## config.mk

```make
export PLATFORM = sky130hd
export DESIGN_NAME = rational_arith_reduce
export DESIGN_NICKNAME = d
export VERILOG_FILES = /design/src/design/rar_pkg.sv /design/src/design/rar_div.sv /design/src/design/rar_dp.sv /design/src/design/rar_ctrl.sv /design/src/design/rational_arith_reduce.sv
export SDC_FILE = /design/constraint.sdc
export NUM_CORES = 1
export LEC_CHECK = 0
export ABC_AREA = 1
export BUFFER_PORTS_ARGS = -buffer_cell sky130_fd_sc_hd__buf_2
export CORE_ASPECT_RATIO = 1.75
export CORE_UTILIZATION = 50
export CTS_BUF_LIST = sky130_fd_sc_hd__clkbuf_8
export DETAILED_ROUTE_END_ITERATION = 12
export PLACE_DENSITY_LB_ADDON = 0.3
export SLEW_MARGIN = 25
export SYNTH_ARGS = -nofsm -noshare
export SYNTH_HDL_FRONTEND = slang
export SYNTH_SLANG_ARGS = --single-unit
```

## constraint.sdc

```tcl
create_clock -name clk -period 17.85 [get_ports clk]
set_clock_uncertainty 0.1 [all_clocks]
set_input_delay 1.785 -clock clk [delete_from_list [all_inputs] [get_ports clk]]
set_output_delay 1.785 -clock clk [all_outputs]
set_load 0.02 [all_outputs]
```

## src/design/rar_pkg.sv

```systemverilog
// Shared types and constants for the rational arithmetic and reduction unit.
// No dependencies; used by every other file of the block.
package rar_pkg;

  // Width of one fraction part and of one result part
  localparam int PART_W = 16;
  localparam int RES_W = 2 * PART_W;
  localparam int MODE_W = 3;

  // Divider iteration counter, one quotient bit per cycle
  localparam int DIV_CNT_W = $clog2(PART_W);

  // Multiplier step index: three products per arithmetic word
  localparam int MUL_IDX_W = 2;
  localparam logic [MUL_IDX_W-1:0] MUL_FIRST = 2'd0;
  localparam logic [MUL_IDX_W-1:0] MUL_SECOND = 2'd1;
  localparam logic [MUL_IDX_W-1:0] MUL_LAST = 2'd2;

  // Operation codes
  localparam logic [MODE_W-1:0] MODE_ADD = 3'd0;
  localparam logic [MODE_W-1:0] MODE_SUB = 3'd1;
  localparam logic [MODE_W-1:0] MODE_MUL = 3'd2;
  localparam logic [MODE_W-1:0] MODE_DIV = 3'd3;
  localparam logic [MODE_W-1:0] MODE_RED = 3'd4;

  typedef struct packed {
    logic [MODE_W-1:0]        mode;
    logic signed [PART_W-1:0] a_num;
    logic signed [PART_W-1:0] a_den;
    logic signed [PART_W-1:0] b_num;
    logic signed [PART_W-1:0] b_den;
  } in_word_t;

  typedef struct packed {
    logic signed [RES_W-1:0] res_num;
    logic signed [RES_W-1:0] res_den;
    logic                    bad_den;
  } out_word_t;

  // Source of the working result register
  typedef enum logic [2:0] {
    RES_NONE,
    RES_ARITH,
    RES_PASS,
    RES_UNIT,
    RES_REDUCED
  } res_sel_t;

  // Operand pair fed to the shared divider
  typedef enum logic [1:0] {
    DIV_GCD,
    DIV_NUM,
    DIV_DEN
  } div_sel_t;

  typedef enum logic [3:0] {
    S_IDLE,
    S_DECODE,
    S_MUL,
    S_SUM,
    S_GCD_TEST,
    S_GCD_DIV,
    S_QN_DIV,
    S_QD_DIV,
    S_OUT
  } state_t;

  // Controller to datapath
  typedef struct packed {
    logic                 load;
    logic                 mul_en;
    logic [MUL_IDX_W-1:0] mul_idx;
    logic                 gcd_init;
    logic                 gcd_swap;
    logic                 div_start;
    div_sel_t             div_sel;
    logic                 save_qn;
    res_sel_t             res_sel;
    logic                 out_load;
  } dp_cmd_t;

  // Datapath to controller
  typedef struct packed {
    logic [MODE_W-1:0] mode;
    logic              b_num_zero;
    logic              b_den_zero;
    logic              y_zero;
    logic              div_done;
  } dp_stat_t;

endpackage

```

## src/design/rar_div.sv

```systemverilog
// Shared restoring divider: unsigned quotient and remainder, one bit a cycle.
// Depends on rar_pkg.
module rar_div (
  input  logic                       clk,
  input  logic                       rst,
  input  logic                       start,
  input  logic [rar_pkg::PART_W-1:0] dividend,
  input  logic [rar_pkg::PART_W-1:0] divisor,
  output logic                       done,
  output logic [rar_pkg::PART_W-1:0] quo,
  output logic [rar_pkg::PART_W-1:0] rem
);

  localparam logic [rar_pkg::DIV_CNT_W-1:0] DIV_LAST =
    rar_pkg::DIV_CNT_W'(rar_pkg::PART_W - 1);

  logic                          busy;
  logic [rar_pkg::DIV_CNT_W-1:0] cnt;
  logic [rar_pkg::PART_W-1:0]    dvs;
  logic [rar_pkg::PART_W+1:0]    rem_sh;
  logic [rar_pkg::PART_W+1:0]    diff;
  logic                          q_bit;

  // One restoring step: shift in next dividend bit, try subtract
  always_comb begin
    rem_sh = {1'b0, rem, quo[rar_pkg::PART_W-1]};
    diff   = rem_sh - {2'b00, dvs};
    q_bit  = ~diff[rar_pkg::PART_W+1];
  end

  // Control
  always_ff @(posedge clk) begin
    if (rst) begin
      busy <= 1'b0;
      done <= 1'b0;
      cnt  <= '0;
    end else begin
      done <= 1'b0;
      if (start) begin
        busy <= 1'b1;
        cnt  <= '0;
      end else if (busy) begin
        cnt <= cnt + 1'b1;
        if (cnt == DIV_LAST) begin
          busy <= 1'b0;
          done <= 1'b1;
        end
      end
    end
  end

  // Payload
  always_ff @(posedge clk) begin
    if (start) begin
      dvs <= divisor;
      quo <= dividend;
      rem <= '0;
    end else if (busy) begin
      quo <= {quo[rar_pkg::PART_W-2:0], q_bit};
      rem <= q_bit ? diff[rar_pkg::PART_W-1:0] : rem_sh[rar_pkg::PART_W-1:0];
    end
  end

`ifndef ASSERT_OFF
  // A start with a zero divisor would give garbage to the gcd loop
  a_nonzero_divisor: assert property (@(posedge clk) disable iff (rst)
    start |-> divisor != '0)
    else $error("divider started with zero divisor");

  // No restart while an operation is in flight
  a_no_overlap: assert property (@(posedge clk) disable iff (rst)
    busy |-> !start)
    else $error("divider restarted while busy");

  // Completion is flagged only once the shift sequence has ended
  a_done_idle: assert property (@(posedge clk) disable iff (rst)
    done |-> !busy)
    else $error("divider done while still busy");
`endif

endmodule

```

## src/design/rar_dp.sv

```systemverilog
// Datapath: operand capture, shared multiplier, gcd registers, result registers.
// Depends on rar_pkg and rar_div.
module rar_dp (
  input  logic                clk,
  input  logic                rst,
  input  rar_pkg::dp_cmd_t    cmd,
  output rar_pkg::dp_stat_t   stat,
  input  rar_pkg::in_word_t   in_data,
  output rar_pkg::out_word_t  out_data
);

  function automatic logic [rar_pkg::PART_W-1:0] mag(logic signed [rar_pkg::PART_W-1:0] v);
    logic [rar_pkg::PART_W-1:0] u;
    u = v;
    return v[rar_pkg::PART_W-1] ? (~u + 1'b1) : u;
  endfunction

  rar_pkg::in_word_t          op;
  logic signed [rar_pkg::RES_W-1:0] p0, p1, p2;
  logic [rar_pkg::PART_W-1:0] x, y, qn;
  rar_pkg::out_word_t         wres, out_q;

  logic signed [rar_pkg::PART_W-1:0] mul_a, mul_b;
  logic signed [rar_pkg::RES_W-1:0]  prod;
  logic [rar_pkg::PART_W-1:0] mag_bn, mag_bd;
  logic [rar_pkg::PART_W-1:0] div_dvd, div_dvs, div_quo, div_rem;
  logic                       div_done;
  logic signed [rar_pkg::RES_W-1:0] arith_num;
  logic signed [rar_pkg::RES_W-1:0] qn_ext, qd_ext;

  assign mag_bn = mag(op.b_num);
  assign mag_bd = mag(op.b_den);

  // Multiplier operand selection per step
  always_comb begin
    mul_a = op.a_num;
    mul_b = op.b_den;
    case (cmd.mul_idx)
      rar_pkg::MUL_FIRST: begin
        mul_a = op.a_num;
        mul_b = (op.mode == rar_pkg::MODE_MUL) ? op.b_num : op.b_den;
      end
      rar_pkg::MUL_SECOND: begin
        mul_a = op.b_num;
        mul_b = op.a_den;
      end
      default: begin
        mul_a = op.a_den;
        mul_b = (op.mode == rar_pkg::MODE_DIV) ? op.b_num : op.b_den;
      end
    endcase
  end

  assign prod = mul_a * mul_b;

  // Cross-product numerator, wraps modulo 2^32
  always_comb begin
    case (op.mode)
      rar_pkg::MODE_ADD: arith_num = p0 + p1;
      rar_pkg::MODE_SUB: arith_num = p0 - p1;
      default:           arith_num = p0;
    endcase
  end

  // Reduced parts take the sign of the original parts
  assign qn_ext = $signed(rar_pkg::RES_W'(qn));
  assign qd_ext = $signed(rar_pkg::RES_W'(div_quo));

  // Divider operand selection
  always_comb begin
    unique case (cmd.div_sel)
      rar_pkg::DIV_GCD: begin div_dvd = x;      div_dvs = y; end
      rar_pkg::DIV_NUM: begin div_dvd = mag_bn; div_dvs = x; end
      rar_pkg::DIV_DEN: begin div_dvd = mag_bd; div_dvs = x; end
      default:          begin div_dvd = x;      div_dvs = y; end
    endcase
  end

  rar_div u_div (
    .clk      (clk),
    .rst      (rst),
    .start    (cmd.div_start),
    .dividend (div_dvd),
    .divisor  (div_dvs),
    .done     (div_done),
    .quo      (div_quo),
    .rem      (div_rem)
  );

  // Operand and product registers
  always_ff @(posedge clk) begin
    if (cmd.load) op <= in_data;
    if (cmd.mul_en) begin
      case (cmd.mul_idx)
        rar_pkg::MUL_FIRST:  p0 <= prod;
        rar_pkg::MUL_SECOND: p1 <= prod;
        default:             p2 <= prod;
      endcase
    end
  end

  // Euclid registers
  always_ff @(posedge clk) begin
    if (cmd.gcd_init) begin
      x <= mag_bn;
      y <= mag_bd;
    end else if (cmd.gcd_swap) begin
      x <= y;
      y <= div_rem;
    end
    if (cmd.save_qn) qn <= div_quo;
  end

  // Working result and output register
  always_ff @(posedge clk) begin
    unique case (cmd.res_sel)
      rar_pkg::RES_ARITH: begin
        wres.res_num <= arith_num;
        wres.res_den <= p2;
        wres.bad_den <= (op.a_den == '0) || (op.b_den == '0) || (p2 == '0);
      end
      rar_pkg::RES_PASS: begin
        wres.res_num <= rar_pkg::RES_W'(op.b_num);
        wres.res_den <= rar_pkg::RES_W'(op.b_den);
        wres.bad_den <= 1'b1;
      end
      rar_pkg::RES_UNIT: begin
        wres.res_num <= '0;
        wres.res_den <= rar_pkg::RES_W'(1);
        wres.bad_den <= 1'b0;
      end
      rar_pkg::RES_REDUCED: begin
        wres.res_num <= op.b_num[rar_pkg::PART_W-1] ? -qn_ext : qn_ext;
        wres.res_den <= op.b_den[rar_pkg::PART_W-1] ? -qd_ext : qd_ext;
        wres.bad_den <= 1'b0;
      end
      default: ;
    endcase
    if (cmd.out_load) out_q <= wres;
  end

  assign out_data = out_q;

  always_comb begin
    stat.mode       = op.mode;
    stat.b_num_zero = (op.b_num == '0);
    stat.b_den_zero = (op.b_den == '0);
    stat.y_zero     = (y == '0);
    stat.div_done   = div_done;
  end

endmodule

```

## src/design/rar_ctrl.sv

```systemverilog
// Controller: sequences multiply steps, Euclid remainder loop and output handoff.
// Depends on rar_pkg.
module rar_ctrl (
  input  logic              clk,
  input  logic              rst,
  input  logic              in_valid,
  output logic              in_ready,
  output logic              out_valid,
  input  logic              out_ready,
  input  rar_pkg::dp_stat_t stat,
  output rar_pkg::dp_cmd_t  cmd
);

  rar_pkg::state_t state, state_next;
  logic [rar_pkg::MUL_IDX_W-1:0] cnt, cnt_next;
  logic out_valid_next;
  logic arith_mode;

  assign arith_mode = (stat.mode == rar_pkg::MODE_ADD) || (stat.mode == rar_pkg::MODE_SUB) ||
                      (stat.mode == rar_pkg::MODE_MUL) || (stat.mode == rar_pkg::MODE_DIV);

  // State register
  always_ff @(posedge clk) begin
    if (rst) begin
      state     <= rar_pkg::S_IDLE;
      cnt       <= '0;
      out_valid <= 1'b0;
    end else begin
      state     <= state_next;
      cnt       <= cnt_next;
      out_valid <= out_valid_next;
    end
  end

  // Next state and commands
  always_comb begin
    state_next     = state;
    cnt_next       = cnt;
    in_ready       = 1'b0;
    out_valid_next = out_valid && !out_ready;
    cmd            = '0;
    cmd.div_sel    = rar_pkg::DIV_GCD;
    cmd.res_sel    = rar_pkg::RES_NONE;
    cmd.mul_idx    = cnt;
    unique case (state)
      rar_pkg::S_IDLE: begin
        in_ready = 1'b1;
        if (in_valid) begin
          cmd.load   = 1'b1;
          state_next = rar_pkg::S_DECODE;
        end
      end
      rar_pkg::S_DECODE: begin
        if (arith_mode) begin
          cnt_next   = rar_pkg::MUL_FIRST;
          state_next = rar_pkg::S_MUL;
        end else if (stat.mode == rar_pkg::MODE_RED) begin
          if (stat.b_den_zero) begin
            cmd.res_sel = rar_pkg::RES_PASS;
            state_next  = rar_pkg::S_OUT;
          end else if (stat.b_num_zero) begin
            cmd.res_sel = rar_pkg::RES_UNIT;
            state_next  = rar_pkg::S_OUT;
          end else begin
            cmd.gcd_init = 1'b1;
            state_next   = rar_pkg::S_GCD_TEST;
          end
        end else begin
          cmd.res_sel = rar_pkg::RES_UNIT;
          state_next  = rar_pkg::S_OUT;
        end
      end
      rar_pkg::S_MUL: begin
        cmd.mul_en = 1'b1;
        if (cnt == rar_pkg::MUL_LAST) state_next = rar_pkg::S_SUM;
        else cnt_next = cnt + 1'b1;
      end
      rar_pkg::S_SUM: begin
        cmd.res_sel = rar_pkg::RES_ARITH;
        state_next  = rar_pkg::S_OUT;
      end
      rar_pkg::S_GCD_TEST: begin
        cmd.div_start = 1'b1;
        if (stat.y_zero) begin
          // x holds the gcd: divide the numerator magnitude by it
          cmd.div_sel = rar_pkg::DIV_NUM;
          state_next  = rar_pkg::S_QN_DIV;
        end else begin
          cmd.div_sel = rar_pkg::DIV_GCD;
          state_next  = rar_pkg::S_GCD_DIV;
        end
      end
      rar_pkg::S_GCD_DIV: begin
        if (stat.div_done) begin
          cmd.gcd_swap = 1'b1;
          state_next   = rar_pkg::S_GCD_TEST;
        end
      end
      rar_pkg::S_QN_DIV: begin
        cmd.div_sel = rar_pkg::DIV_DEN;
        if (stat.div_done) begin
          cmd.save_qn   = 1'b1;
          cmd.div_start = 1'b1;
          state_next    = rar_pkg::S_QD_DIV;
        end
      end
      rar_pkg::S_QD_DIV: begin
        if (stat.div_done) begin
          cmd.res_sel = rar_pkg::RES_REDUCED;
          state_next  = rar_pkg::S_OUT;
        end
      end
      rar_pkg::S_OUT: begin
        // Hand over once the output register is free
        if (!out_valid || out_ready) begin
          cmd.out_load   = 1'b1;
          out_valid_next = 1'b1;
          state_next     = rar_pkg::S_IDLE;
        end
      end
      default: state_next = rar_pkg::S_IDLE;
    endcase
  end

`ifndef ASSERT_OFF
  // Divider completions only arrive while a division is awaited
  a_done_expected: assert property (@(posedge clk) disable iff (rst)
    stat.div_done |-> (state == rar_pkg::S_GCD_DIV || state == rar_pkg::S_QN_DIV ||
                       state == rar_pkg::S_QD_DIV))
    else $error("divider done outside a divide state");

  // A loaded result is offered on the next cycle
  a_load_offers: assert property (@(posedge clk) disable iff (rst)
    cmd.out_load |=> out_valid)
    else $error("output loaded but not valid");

  // A waiting result is never overwritten
  a_no_overwrite: assert property (@(posedge clk) disable iff (rst)
    (out_valid && !out_ready) |-> !cmd.out_load)
    else $error("output overwritten while stalled");

  // Operands only enter while no word is in flight
  a_load_idle: assert property (@(posedge clk) disable iff (rst)
    cmd.load |-> state == rar_pkg::S_IDLE)
    else $error("operand load outside idle");
`endif

endmodule

```

## src/design/rational_arith_reduce.sv

```systemverilog
// Rational arithmetic unit with Euclidean gcd reduction.
// Input channel in_valid/in_ready/in_data carries a mode and two fractions a and b;
// output channel out_valid/out_ready/out_data carries one result word per input word.
// Add, subtract, multiply and divide form cross products, unreduced; reduce divides
// both parts of b by the gcd of their magnitudes, signs kept. bad_den flags a zero
// operand or result denominator, and a zero b_den in reduce passes b through.
// One word is worked on at a time. Arithmetic modes pass decode, then one shared
// 16x16 multiplier forms the three products, then a sum step and the output step.
// Reduce runs one division per Euclid remainder step, then divides both magnitudes
// of b by the gcd; the shared divider yields one quotient bit a cycle.
// in_ready returns in the same cycle as out_valid rises.
// If the receiver stalls, the following result waits in the datapath's working
// register until the output register is taken. Reset (rst, synchronous) clears the
// controller and out_valid.
// Depends on rar_pkg, rar_ctrl, rar_dp.
module rational_arith_reduce (
  input  logic               clk,
  input  logic               rst,
  input  logic               in_valid,
  output logic               in_ready,
  input  rar_pkg::in_word_t  in_data,
  output logic               out_valid,
  input  logic               out_ready,
  output rar_pkg::out_word_t out_data
);

  rar_pkg::dp_cmd_t  cmd;
  rar_pkg::dp_stat_t stat;

  rar_ctrl u_ctrl (
    .clk       (clk),
    .rst       (rst),
    .in_valid  (in_valid),
    .in_ready  (in_ready),
    .out_valid (out_valid),
    .out_ready (out_ready),
    .stat      (stat),
    .cmd       (cmd)
  );

  rar_dp u_dp (
    .clk      (clk),
    .rst      (rst),
    .cmd      (cmd),
    .stat     (stat),
    .in_data  (in_data),
    .out_data (out_data)
  );

endmodule

```

* Word-level counts from Yosys, hierarchy flattened
Index checks and enable logic that the tools add are counted.
** Storage, ports and cells
- RAM bits :: 0
- Bits in latches :: 0
- ROM bits :: 0
- Output and inout port bits :: 67
- Flip-flop bits (word level) :: 402
- Memories :: 0
- Logic and storage cells :: 162
** Operators by class
- Order comparisons :: 0
- Multiply operators :: 1
- Bitwise operators :: 5
- Mux-type cells :: 62
- Add/sub/neg operators :: 9
- Shift-type cells :: 0
- Div/mod/pow operators :: 0
- Reductions and logical operators :: 30
- Equal/unequal tests :: 29
** Operators by type and width (count)
- $pmux W65 S4 :: 1
- $mux W16 :: 12
- $pmux W16 S2 :: 3
- $logic_not A16 Y1 :: 4
- $mux W32 :: 2
- $neg A16 Y32 :: 2
- $pmux W32 S2 :: 1
- $mux W4 :: 10
- $pmux W4 S9 :: 1
- $add A16 B1 Y16 const B :: 2
- $add A32 B32 Y32 :: 1
- $logic_not A32 Y1 :: 1
- $mul A16 B16 Y32 :: 1
- $not A16 Y16 :: 2
- $sub A32 B32 Y32 :: 1
- $mux W1 :: 21
- $sub A17 B16 Y18 :: 1
- $eq A4 B3 Y1 const B :: 4
- $eq A3 B2 Y1 const B :: 4
- $mux W3 :: 4
- $ne A2 B1 Y1 const B :: 6
- $pmux W3 S3 :: 1
- $eq A4 B2 Y1 const B :: 2
- $eq A4 B4 Y1 const B :: 2
- 25 further kinds :: 47

* Logic depth before layout (Yosys ltp)
Gate-level depths: netlist of the first run.
- Word-level depth :: 8
- Depth in mapped cells :: 36

* By module
A second synthesis of the first run with hierarchy kept.
** Second synthesis, totals
- Cell total of the unflattened synthesis :: 3570
- Area, all modules :: 31455.2 um^2
** Modules (own cells, without submodules)
- rar_dp :: times used 1, area each 27622.7 um^2, cells each 3039, sequential area each 10239.8 um^2
- rar_div :: times used 1, area each 3268.1 um^2, cells each 432, sequential area each 1401.3 um^2
- rar_ctrl :: times used 1, area each 564.3 um^2, cells each 99, sequential area each 140.1 um^2

* Worst setup path before layout of the first run
OpenSTA, ideal clock, no wires.
- Path type :: register -> register
- Start point :: register u_ctrl.cnt[0] (netlist bit)
- End point :: register u_dp.p0[27] (netlist bit), data pin
- Buffers on the path :: 2
- Library setup time :: 258 ps
- Required time :: 17492 ps
- Cell stages (with the launch flop) :: 33
- Data arrival time :: 6489 ps
- Slack :: 11003 ps
- Cells stage by stage :: dfxtp_1 inv_1 ha_1 buf_2 inv_1 clkbuf_1 o21ai_0 a31oi_2 nor2_1 fa_1 inv_1 fa_1 inv_1 fa_1 fa_1 fa_1 inv_1 fa_1 inv_1 ha_1 nand2_1 inv_1 nand2_1 nor3_1 nand4_1 nand3_1 nand2_1 nand3_1 nand2_1 nand2_1 nand2_1 inv_1 nor2_1
** On the way
- Cells in the longest elaborated chain, start to end :: 3
- Elaborated cells between the ends (all ways) :: 5
** RTL lines
- start: declaration :: line rar_ctrl.sv:15 : logic [rar_pkg::MUL_IDX_W-1:0] cnt, cnt_next;
- start signal: assignment :: line rar_ctrl.sv:30 : cnt <= cnt_next;
- $eq A2 B1 Y1 / $logic_not A2 Y1 (equally long branches) :: line rar_dp.sv:38 : case (cmd.mul_idx)
- $pmux W16 S2 :: line rar_dp.sv:38
- $mul A16 B16 Y32 (*) :: line rar_dp.sv:54 : assign prod = mul_a * mul_b;
- net u_dp.prod, one bit :: line rar_dp.sv:24 : logic signed [rar_pkg::RES_W-1:0] prod;
- end signal: assignment :: line rar_dp.sv:95 : rar_pkg::MUL_FIRST: p0 <= prod;
- end: declaration :: line rar_dp.sv:19 : logic signed [rar_pkg::RES_W-1:0] p0, p1, p2;
Mark *: on every way through the listed nets, which the timed path passes. The rest lies on a longest branch.
A chain may end at the register's enable or synchronous reset.

* Worst setup path in the final report of the first run
- Start point :: register u_ctrl.cnt[1] (netlist bit)
- End point :: register u_dp.p1[24] (netlist bit), data pin
** On the way
- Cells in the longest elaborated chain, start to end :: 3
- Elaborated cells between the ends (all ways) :: 5
** RTL lines
- $eq A2 B1 Y1 / $logic_not A2 Y1 (equally long branches) :: line rar_dp.sv:38
- $pmux W16 S2 :: line rar_dp.sv:38
- $mul A16 B16 Y32 (*) :: line rar_dp.sv:54
- net u_dp.prod, one bit :: line rar_dp.sv:24
- end signal: assignment :: line rar_dp.sv:96 : rar_pkg::MUL_SECOND: p1 <= prod;
- end: declaration :: line rar_dp.sv:19
Marks and branches as above.

==> summary by stage, run 1 <==
Placed design
The detailed-placement wirelength estimate is between 70000 and 80000 um. In this run the tool buffered the top-level ports with ~140 buffer cells. The congestion estimate from routability-driven global placement came to around 1.0.

STA
At the pin with the least slew margin, the transition time is ~1.1 ns. Dividing the final minimum period by the clock period gives 0.4703. The final-report setup violation count is 0. The worst-case headroom to the max-slew limit is 0.2970.

Static timing analysis puts the maximum clock frequency at between 100 and 150 MHz. The final number of max-transition violations was 0. Setup repair after global routing left no endpoint under its margin. Subtracting the final worst setup slack from the clock period gives between 8 and 9 ns. The accumulated negative setup slack is 0 ns. The final hold violation count was 0.

Setup path
For the worst flop-to-flop path, the logic depth is 23. The endpoint of the most critical register-to-register path is u_dp.p1[24]$_DFFE_PP_. For the worst setup path, the data arrival time is around 8.7 ns.

The data required time at the worst endpoint is 18.16 ns. The worst register-to-register path has a setup slack of about 9.5 ns. The critical path launch point type is a flop. The timing endpoint of the critical path is u_dp.p1[24]$_DFFE_PP_. The type of the worst setup path is reg2reg. The highest net fanout along the worst path is 18. In this run the critical register-to-register path is launched from u_ctrl.cnt[1]$_SDFFE_PP0P_. The start point of the critical path is u_ctrl.cnt[1]$_SDFFE_PP0P_. The endpoint type of the worst setup path is a flop.

Floorplan
The floorplan row count is between 100 and 150. The starting density of the core is 0.5065. The area inside the core boundary is 61260 sq um.

The die covers 63100 sq um. During I/O placement, the number of pins put on the boundary was 138. The x dimension of the die is approximately 190 um. From bottom edge to top edge, the die measures around 330 um.

CTS
CTS placed an instance of sky130_fd_sc_hd__clkbuf_8 at the clock tree root. TritonCTS built the clock tree. Clock latency on the worst-skew pair, taken at its later pin, is between 0.6 and 0.7 ns. The hold-fix buffer count after cts is 0. The number of sinks driven by the clock tree is around 400. The maximum buffer depth of the clock tree is 3. The register clock-pin slew on the reported worst setup and hold paths is approximately 0.07 ns. The post-cts gate resize count is 0.

TritonCTS created 54 clock buffers. The H-tree depth is 2. Buffers added to address setup during post-CTS repair amount to 0.

Detailed routing
In the routed design, unresolved DRC markers number 0. The violation count after the first detailed-routing iteration is 1767. Summed over all nets, wire length on met3 after detailed routing comes to ~5300 um. The wire length on met2 is 48960 um. The final layout contains routed wiring with a total length of 93990 um. Detailed routing inserted a total of 24.71k vias. After detailed routing, the average wire length per cell comes to about 21 um. The highest metal layer carrying signal wires in the routed design is met4. After detailed routing, the number of vias per cell comes to ~5.5. The final antenna-violating net count is 0. The post-route met1 wirelength is between 30000 and 40000 um.

The first-pass detailed-route iteration total is 6.

Run
The number of max-cap violations is 0.

Cells and area
The post-layout net count is ~4.1k. The library cells used most frequently in the layout, excluding fill and tap cells, are 782 x sky130_fd_sc_hd__nand2_1, 617 x sky130_fd_sc_hd__inv_1, 373 x sky130_fd_sc_hd__edfxtp_1, 364 x sky130_fd_sc_hd__nor2_1, 264 x sky130_fd_sc_hd__fa_1. The library cell used most frequently in the layout, excluding fill and tap cells, is sky130_fd_sc_hd__nand2_1.

In the final layout, the share of cells above drive strength 1 is 0.08864. From synthesis to final layout, the design area changed by 8.899%. The count of filler cells inserted in the layout is 5653.

Global route
The total grt overflow is 0. Entering global routing, the biggest net connects 68 pins. The wire length of the first global-routing pass is 144600 um. Across every metal layer, demand over resource in global routing totals 0.3073. The number of global-route vias before repair is about 26k.

The number of antenna violations at the first check in global routing is 1.

Synth
Synthesis produced a netlist whose cell count is roughly 3.5k. Counting flops with a built-in enable in the synthesized netlist gives around 370. In the synthesized netlist the dominant register cell turns out to be sky130_fd_sc_hd__edfxtp_1. The async set-reset flop share out of synthesis is 0. By area the synthesized netlist is led by sky130_fd_sc_hd__edfxtp_1 36%, sky130_fd_sc_hd__fa_1 17%, sky130_fd_sc_hd__nand2_1 9.5%. The cell area after synthesis is 31030 sq um.

The portion of the post-synthesis area used by sequential elements is 0.3797. The number of flip-flops and latches in the synthesized netlist is roughly 400. Counting distinct cell types in the post-synthesis netlist gives 57.

When the netlist entered floorplanning its net count stood at 3971. The post-synthesis average cell area is roughly 8.9 sq um. The share of synthesized area in the top cell type comes to 0.3610.

Of all cell types, the one taking the most synthesized area is sky130_fd_sc_hd__edfxtp_1. For this run, the number of Yosys warnings is 0.

Status
The flow ran to the end, and the final reports show no timing, DRC or antenna violations.

Hold path
The class of the most critical hold timing path is reg2reg.
[kinds of logic (layout without fill, tap and decap cells)]
family	count (synthesis)	in the layout	share of synthesized area
simple gates	1391	1391	0.1848
buf+inv	714	898	0.08891
compound gates	452	452	0.08262
fa+ha+maj	406	406	0.2276
flops	402	402	0.3797
xor+xnor	128	128	0.03613
mux	1	1	0.0003226
other cells	0	1	0
[layout make-up]
type	instances	area, sq um	area share
repair buffers	165	895.9	0.02651
flip-flops and latches	402	11780	0.3486
clock buffers	57	784.5	0.02322
inverters	634	2380	0.07043
well taps	793	992.2	0.02936
diodes	1	2.502	0.00007405
clock inverters	42	415.4	0.01229
multi-input cells	2378	16540	0.4895
[metal layers]
| layer | GRT usage | up-vias |
|---|---|---|
| met4 | 0.2577 | 0 |
| met3 | 0.04074 | 371 |
| li1 | - | 11490 |
| met1 | 0.3055 | 11892 |
| met5 | 0 | - |
| met2 | 0.5572 | 958 |
[flip-flops by register name (all words and copies together) (netlist names)]
register	cells
u_ctrl.cnt	2
u_ctrl.out_valid	1
u_ctrl.state	4
u_dp.op	64
u_dp.out_data	65
u_dp.p0	32
u_dp.p1	32
u_dp.p2	32
u_dp.qn	16
u_dp.stat	3
u_dp.u_div.busy	1
u_dp.u_div.cnt	4
u_dp.u_div.done	1
u_dp.u_div.dvs	16
u_dp.u_div.quo	16
u_dp.u_div.rem	16
u_dp.wres	65
u_dp.x	16
u_dp.y	16
[Yosys cell counts, types with 2 or more instances]
cell type and number:
sky130_fd_sc_hd__a22o_1 2, sky130_fd_sc_hd__buf_4 5, sky130_fd_sc_hd__xnor2_1 32, sky130_fd_sc_hd__a21boi_0 3, sky130_fd_sc_hd__nor2_2 5, sky130_fd_sc_hd__xor2_1 96
sky130_fd_sc_hd__o211ai_1 25, sky130_fd_sc_hd__nand3_2 3, sky130_fd_sc_hd__nor2_1 370, sky130_fd_sc_hd__clkbuf_1 40, sky130_fd_sc_hd__nand2_1 782, sky130_fd_sc_hd__fa_1 264
sky130_fd_sc_hd__nor2_4 5, sky130_fd_sc_hd__buf_2 30, sky130_fd_sc_hd__buf_6 3, sky130_fd_sc_hd__a31oi_2 3, sky130_fd_sc_hd__o21a_1 3, sky130_fd_sc_hd__inv_2 17
sky130_fd_sc_hd__nor3_2 4, sky130_fd_sc_hd__nor4_1 21, sky130_fd_sc_hd__o21ai_1 7, sky130_fd_sc_hd__a31o_2 2, sky130_fd_sc_hd__nor3_1 21, sky130_fd_sc_hd__o21ai_0 194
sky130_fd_sc_hd__a211oi_1 4, sky130_fd_sc_hd__o22ai_1 13, sky130_fd_sc_hd__buf_1 2, sky130_fd_sc_hd__inv_1 611, sky130_fd_sc_hd__a21oi_2 9, sky130_fd_sc_hd__a22oi_1 5
sky130_fd_sc_hd__a21o_1 13, sky130_fd_sc_hd__nand3_1 113, sky130_fd_sc_hd__a21oi_1 135, sky130_fd_sc_hd__a31oi_1 16, sky130_fd_sc_hd__o21bai_1 7, sky130_fd_sc_hd__clkinv_1 6
sky130_fd_sc_hd__or2_2 11, sky130_fd_sc_hd__nand4_1 39, sky130_fd_sc_hd__edfxtp_1 373, sky130_fd_sc_hd__dfxtp_1 29, sky130_fd_sc_hd__ha_1 142, sky130_fd_sc_hd__nand2_2 3
sky130_fd_sc_hd__nand3b_1 8, sky130_fd_sc_hd__o31ai_1 5
[worst max-delay path, cell delays in order, from the launching register on]
cell                      delay, ns
sky130_fd_sc_hd__dfxtp_1       0.33
sky130_fd_sc_hd__inv_1         0.07
sky130_fd_sc_hd__ha_1          0.39
sky130_fd_sc_hd__inv_1         0.41
sky130_fd_sc_hd__o21ai_0       0.15
sky130_fd_sc_hd__a21oi_1       0.80
sky130_fd_sc_hd__inv_1         0.45
sky130_fd_sc_hd__nand2_1       0.21
sky130_fd_sc_hd__fa_1          0.46
sky130_fd_sc_hd__fa_1          0.55
sky130_fd_sc_hd__inv_1         0.06
sky130_fd_sc_hd__fa_1          0.59
sky130_fd_sc_hd__fa_1          0.54
sky130_fd_sc_hd__fa_1          0.55
sky130_fd_sc_hd__inv_1         0.06
sky130_fd_sc_hd__fa_1          0.53
sky130_fd_sc_hd__inv_1         0.04
sky130_fd_sc_hd__ha_1          0.37
sky130_fd_sc_hd__a21oi_1       0.41
sky130_fd_sc_hd__o21ai_0       0.19
sky130_fd_sc_hd__a21oi_1       0.21
sky130_fd_sc_hd__nand3_1       0.17
sky130_fd_sc_hd__a21o_1        0.21
sky130_fd_sc_hd__xor2_1        0.32
[worst min-delay path by stage]
stage                            startpoint                           to  slack, ns  cells after the start
floorplan            u_dp.wres[0]$_DFFE_PP_   u_dp.out_data[0]$_DFFE_PP_       0.30                      0
global placement    u_dp.wres[61]$_DFFE_PP_  u_dp.out_data[61]$_DFFE_PP_       0.30                      0
detailed placement   u_dp.wres[3]$_DFFE_PP_   u_dp.out_data[3]$_DFFE_PP_       0.30                      0
CTS                 u_dp.wres[62]$_DFFE_PP_  u_dp.out_data[62]$_DFFE_PP_       0.32                      0
global route        u_dp.wres[57]$_DFFE_PP_  u_dp.out_data[57]$_DFFE_PP_       0.32                      0
finish               u_dp.wres[6]$_DFFE_PP_   u_dp.out_data[6]$_DFFE_PP_       0.32                      0
[metrics by stage]
stage	utilization	setup WS (ns)	hold slack, ns	cells	instance area [sq um]
after detailed placement	0.5319	9.470	0.3045	4372	32590
final	0.5516	9.454	0.3191	4472	33790
after global routing	0.5516	9.007	0.3154	4472	33790
after CTS	0.5515	9.434	0.3161	4471	33790
after global placement	0.5316	9.524	0.3004	4372	32570
after floorplan	-	11.00	0.3003	3494	31030
Power of run 1 is left out: the tool's default activity adds up to more than one toggle a clock period on the data nets, which glitch-free logic cannot reach.
==> inputs of run 2 (changes only) <==
clock period = 7.08 ns   (was 17.85 ns; I/O delays follow)
==> run 2 against run 1 <==
  * Wire length rose by 5.5%
  * Utilization rose by 3.7 points
  * Worst hold slack got worse by 0.20 ns
  * Clock-buffer cell count fell by 2
  * Via count rose by 4.0%
  * Maximum frequency rose by 21%
  * Final cell count rose by 4.3%
  * Global-route usage rose by 1.4 points
  * Worst setup slack got worse by 9.3 ns
  * Die area did not move
  * Non-clock buffer count rose by 194
==> summary by stage, run 2 (synthesis results as in run 1) <==
Cells and area
The number of cells in the finished layout apart from fillers came to 4666 (was 4472). Commonest cells after routing, fill and taps aside: 769 x sky130_fd_sc_hd__nand2_1, 609 x sky130_fd_sc_hd__inv_1, 373 x sky130_fd_sc_hd__edfxtp_1, 346 x sky130_fd_sc_hd__nor2_1, 241 x sky130_fd_sc_hd__fa_1 (was 782 x sky130_fd_sc_hd__nand2_1, 617 x sky130_fd_sc_hd__inv_1, 373 x sky130_fd_sc_hd__edfxtp_1, 364 x sky130_fd_sc_hd__nor2_1, 264 x sky130_fd_sc_hd__fa_1). The count of filler cells inserted in the layout is 5436 (was 5653). The most common cell after layout, fill and taps aside was sky130_fd_sc_hd__nand2_1 (unchanged). The layout cell share with drive strength beyond 1 is 0.1676 (was 0.08864).

The post-layout net count was 4305 (was 4112). The post-synthesis to final-layout area growth came to 16.12% (was 8.899%).

Detailed routing
The violation count after the first detailed-routing iteration is 2156 (was 1767). The total via count in the routed design came to 25.70k (was 24.71k). The DRC violation count after routing is 0 (unchanged). The final antenna-violating net count is 0 (unchanged). The post-detailed-routing wire length is 99180 um (was 93990 um). The first-pass detailed-route iteration total was 6 (unchanged). The wire length per cell after detailed routing is 21.26 um (was 21.02 um).

The ratio of routed vias to standard cells is 5.507 (was 5.526).

Placed design
The detailed-placement wirelength estimate is 79510 um (was 76470 um). The global placer's final weighted congestion is 1.076 (was 1.042). The worst-case setup slack after placement is -0.2160 ns (was 9.470 ns).

The number of placed cells counting well taps came to 4531 (was 4372). The number of port buffers is 137 (unchanged).

STA
The measured slew at the worst slew-check pin is 1.015 ns (was 1.055 ns). The minimum clock period is 6.917 ns (was 8.396 ns). The peak clock frequency supported by timing is 144.6 MHz (was 119.1 MHz).

The worst-case headroom to the max-slew limit is 0.3159 (was 0.2970). The final number of max-transition violations came to 0 (unchanged). The part of the cycle the worst path needs is 0.9769 (was 0.4703). The final hold violation count is 0 (unchanged). Setup repair after global routing missed its margin: true (was false). The setup slack of the critical path after layout is 0.1634 ns (was 9.454 ns).

The final-report setup violation count was 0 (unchanged).

Setup path
The arrival time at the worst endpoint is 7.19 ns (was 8.71 ns). The critical path launch point type is a flop (unchanged). The highest net fanout along the worst path was 10 (was 18). The type of the worst setup path is reg2reg (unchanged). The length in cells of the worst reg-to-reg path was 29 (was 23).

The setup slack on the worst flop-to-flop path is 0.16 ns (was 9.45 ns). The launch instance of the worst register-to-register path is u_dp.stat[5]$_DFFE_PP_ (was u_ctrl.cnt[1]$_SDFFE_PP0P_). The cell repeated most along the worst path is sky130_fd_sc_hd__fa_1. The master of the slowest instance on the critical path is sky130_fd_sc_hd__fa_1 (was sky130_fd_sc_hd__a21oi_1). The start point of the critical path is u_dp.stat[5]$_DFFE_PP_ (was u_ctrl.cnt[1]$_SDFFE_PP0P_). The endpoint type of the worst setup path is a flop (unchanged). The delay of the slowest cell on the worst path was 0.57 ns (was 0.80 ns). The endpoint of the most critical register-to-register path was u_dp.p0[30]$_DFFE_PP_ (was u_dp.p1[24]$_DFFE_PP_).

The data required time at the worst endpoint is 7.35 ns (was 18.16 ns).

Floorplan
The area inside the core boundary is 61260 sq um (unchanged). The x dimension of the die is 190.3 um (unchanged). The die boundary height was 331.6 um (unchanged). The top-level port count is 138 (unchanged). The starting density of the core was 0.5065 (unchanged). The floorplan row count is 120 (unchanged). The overall die area was 63100 sq um (unchanged).

Global route
The wire length of the first global-routing pass is 150400 um (was 144600 um). The total grt overflow was 0 (unchanged). The pin count of the biggest net entering global routing is 68 (unchanged). The overall track demand over capacity in global routing was 0.3214 (was 0.3073). The number of global-route vias before repair came to 26.60k (was 25.88k). The number of antenna violations at the first check in global routing came to 1 (unchanged).

CTS
The clock buffer count from CTS was 53 (was 54). The CTS tree is done (unchanged). The clock latency reported for the late side of the worst-skew pair is 0.66 ns (was 0.67 ns). The hold-fix buffer count after cts is 0 (unchanged). The H-tree depth is 2 (unchanged). The register clock-pin slew on the reported worst setup and hold paths is 0.07 ns (about the same).

The number of sinks driven by the clock tree is 402 (unchanged). The maximum buffer depth of the clock tree is 3 (unchanged). The buffer cell driving the clock tree root is sky130_fd_sc_hd__clkbuf_8 (unchanged).

Status
Run status: complete, no violations (unchanged).

Hold path
The worst hold path cell count is 1 (was 0). The destination of the worst hold path was u_dp.op[2]$_DFFE_PP_ (was u_dp.out_data[6]$_DFFE_PP_). The class of the most critical hold timing path is in2reg (was reg2reg). The source of the worst hold timing path is in_data[2] (was u_dp.wres[6]$_DFFE_PP_).

Run
The number of max-cap violations came to 0 (unchanged).
==> run 2: cell types whose count changed in the layout (fill, tap and decap cells not counted), sizes merged <==
cell	previous run	this run
clkinv	29	28
clkbuf	57	56
bufinv	7	6
inv	638	642
buf	165	358
==> run 2: routing by layer <==
metal  part of all wire  global-route usage  vias to the layer above
met4              0.099              0.2732                        0
met2               0.51              0.5728                     1105
met3              0.059             0.05079                      436
met5                  0                   0                        -
met1               0.33              0.3215                    12273
li1                   -                   -                    11883
==> run 2: layout make-up <==
type | instances | area [sq um] | area share
clock buffers | 55 | 757.0 | 0.02101
clock inverters | 44 | 364.1 | 0.01010
well taps | 793 | 992.2 | 0.02754
diodes | 1 | 2.502 | 0.00006945
multi-input cells | 2378 | 17160 | 0.4762
flip-flops and latches | 402 | 11780 | 0.3270
inverters | 634 | 2424 | 0.06726
repair buffers | 359 | 2551 | 0.07080
==> run 2: worst max path at each step <==
stage	endpoint	slack (ns)
floorplan	u_dp.p0[27]$_DFFE_PP_	0.23
global placement	u_dp.p1[26]$_DFFE_PP_	-0.16
detailed placement	u_dp.p1[24]$_DFFE_PP_	-0.22
CTS	u_dp.p0[22]$_DFFE_PP_	-0.02
global route	u_dp.p1[27]$_DFFE_PP_	-0.1
finish	u_dp.p0[30]$_DFFE_PP_	0.16
==> run 2: stage by stage <==
stage          utilization  hold slack [ns]  setup TNS, ns  area [sq um]
6_report            0.5882           0.1230              0         36030
5_1_grt             0.5882           0.1049         -1.305         36030
4_1_cts             0.5737           0.1007       -0.08573         35140
3_5_place_dp        0.5524           0.3045         -6.698         33840
3_3_place_gp        0.5523           0.3004         -4.819         33840
2_1_floorplan            -           0.3003              0         31030
==> run 2: timing repair <==
action	in CTS	in global routing
endpoints found under the setup margin	54	63
cloned	1	3
pin swaps	4	59
buffers inserted	6	26
resized for setup	34	190
==> run 2: worst max-delay path: cells and delay by family, from the launching register on <==
kind	cells	cell delay (ns)
xor gates and xnor gates	1	0.19
AOI/OAI and AO/OA	7	0.98
buffers and inverters	9	1.10
DFF	1	0.42
and+or+nand+nor	5	0.28
adders and majority gates	7	3.54
Power of run 2 is left out for the same reason.
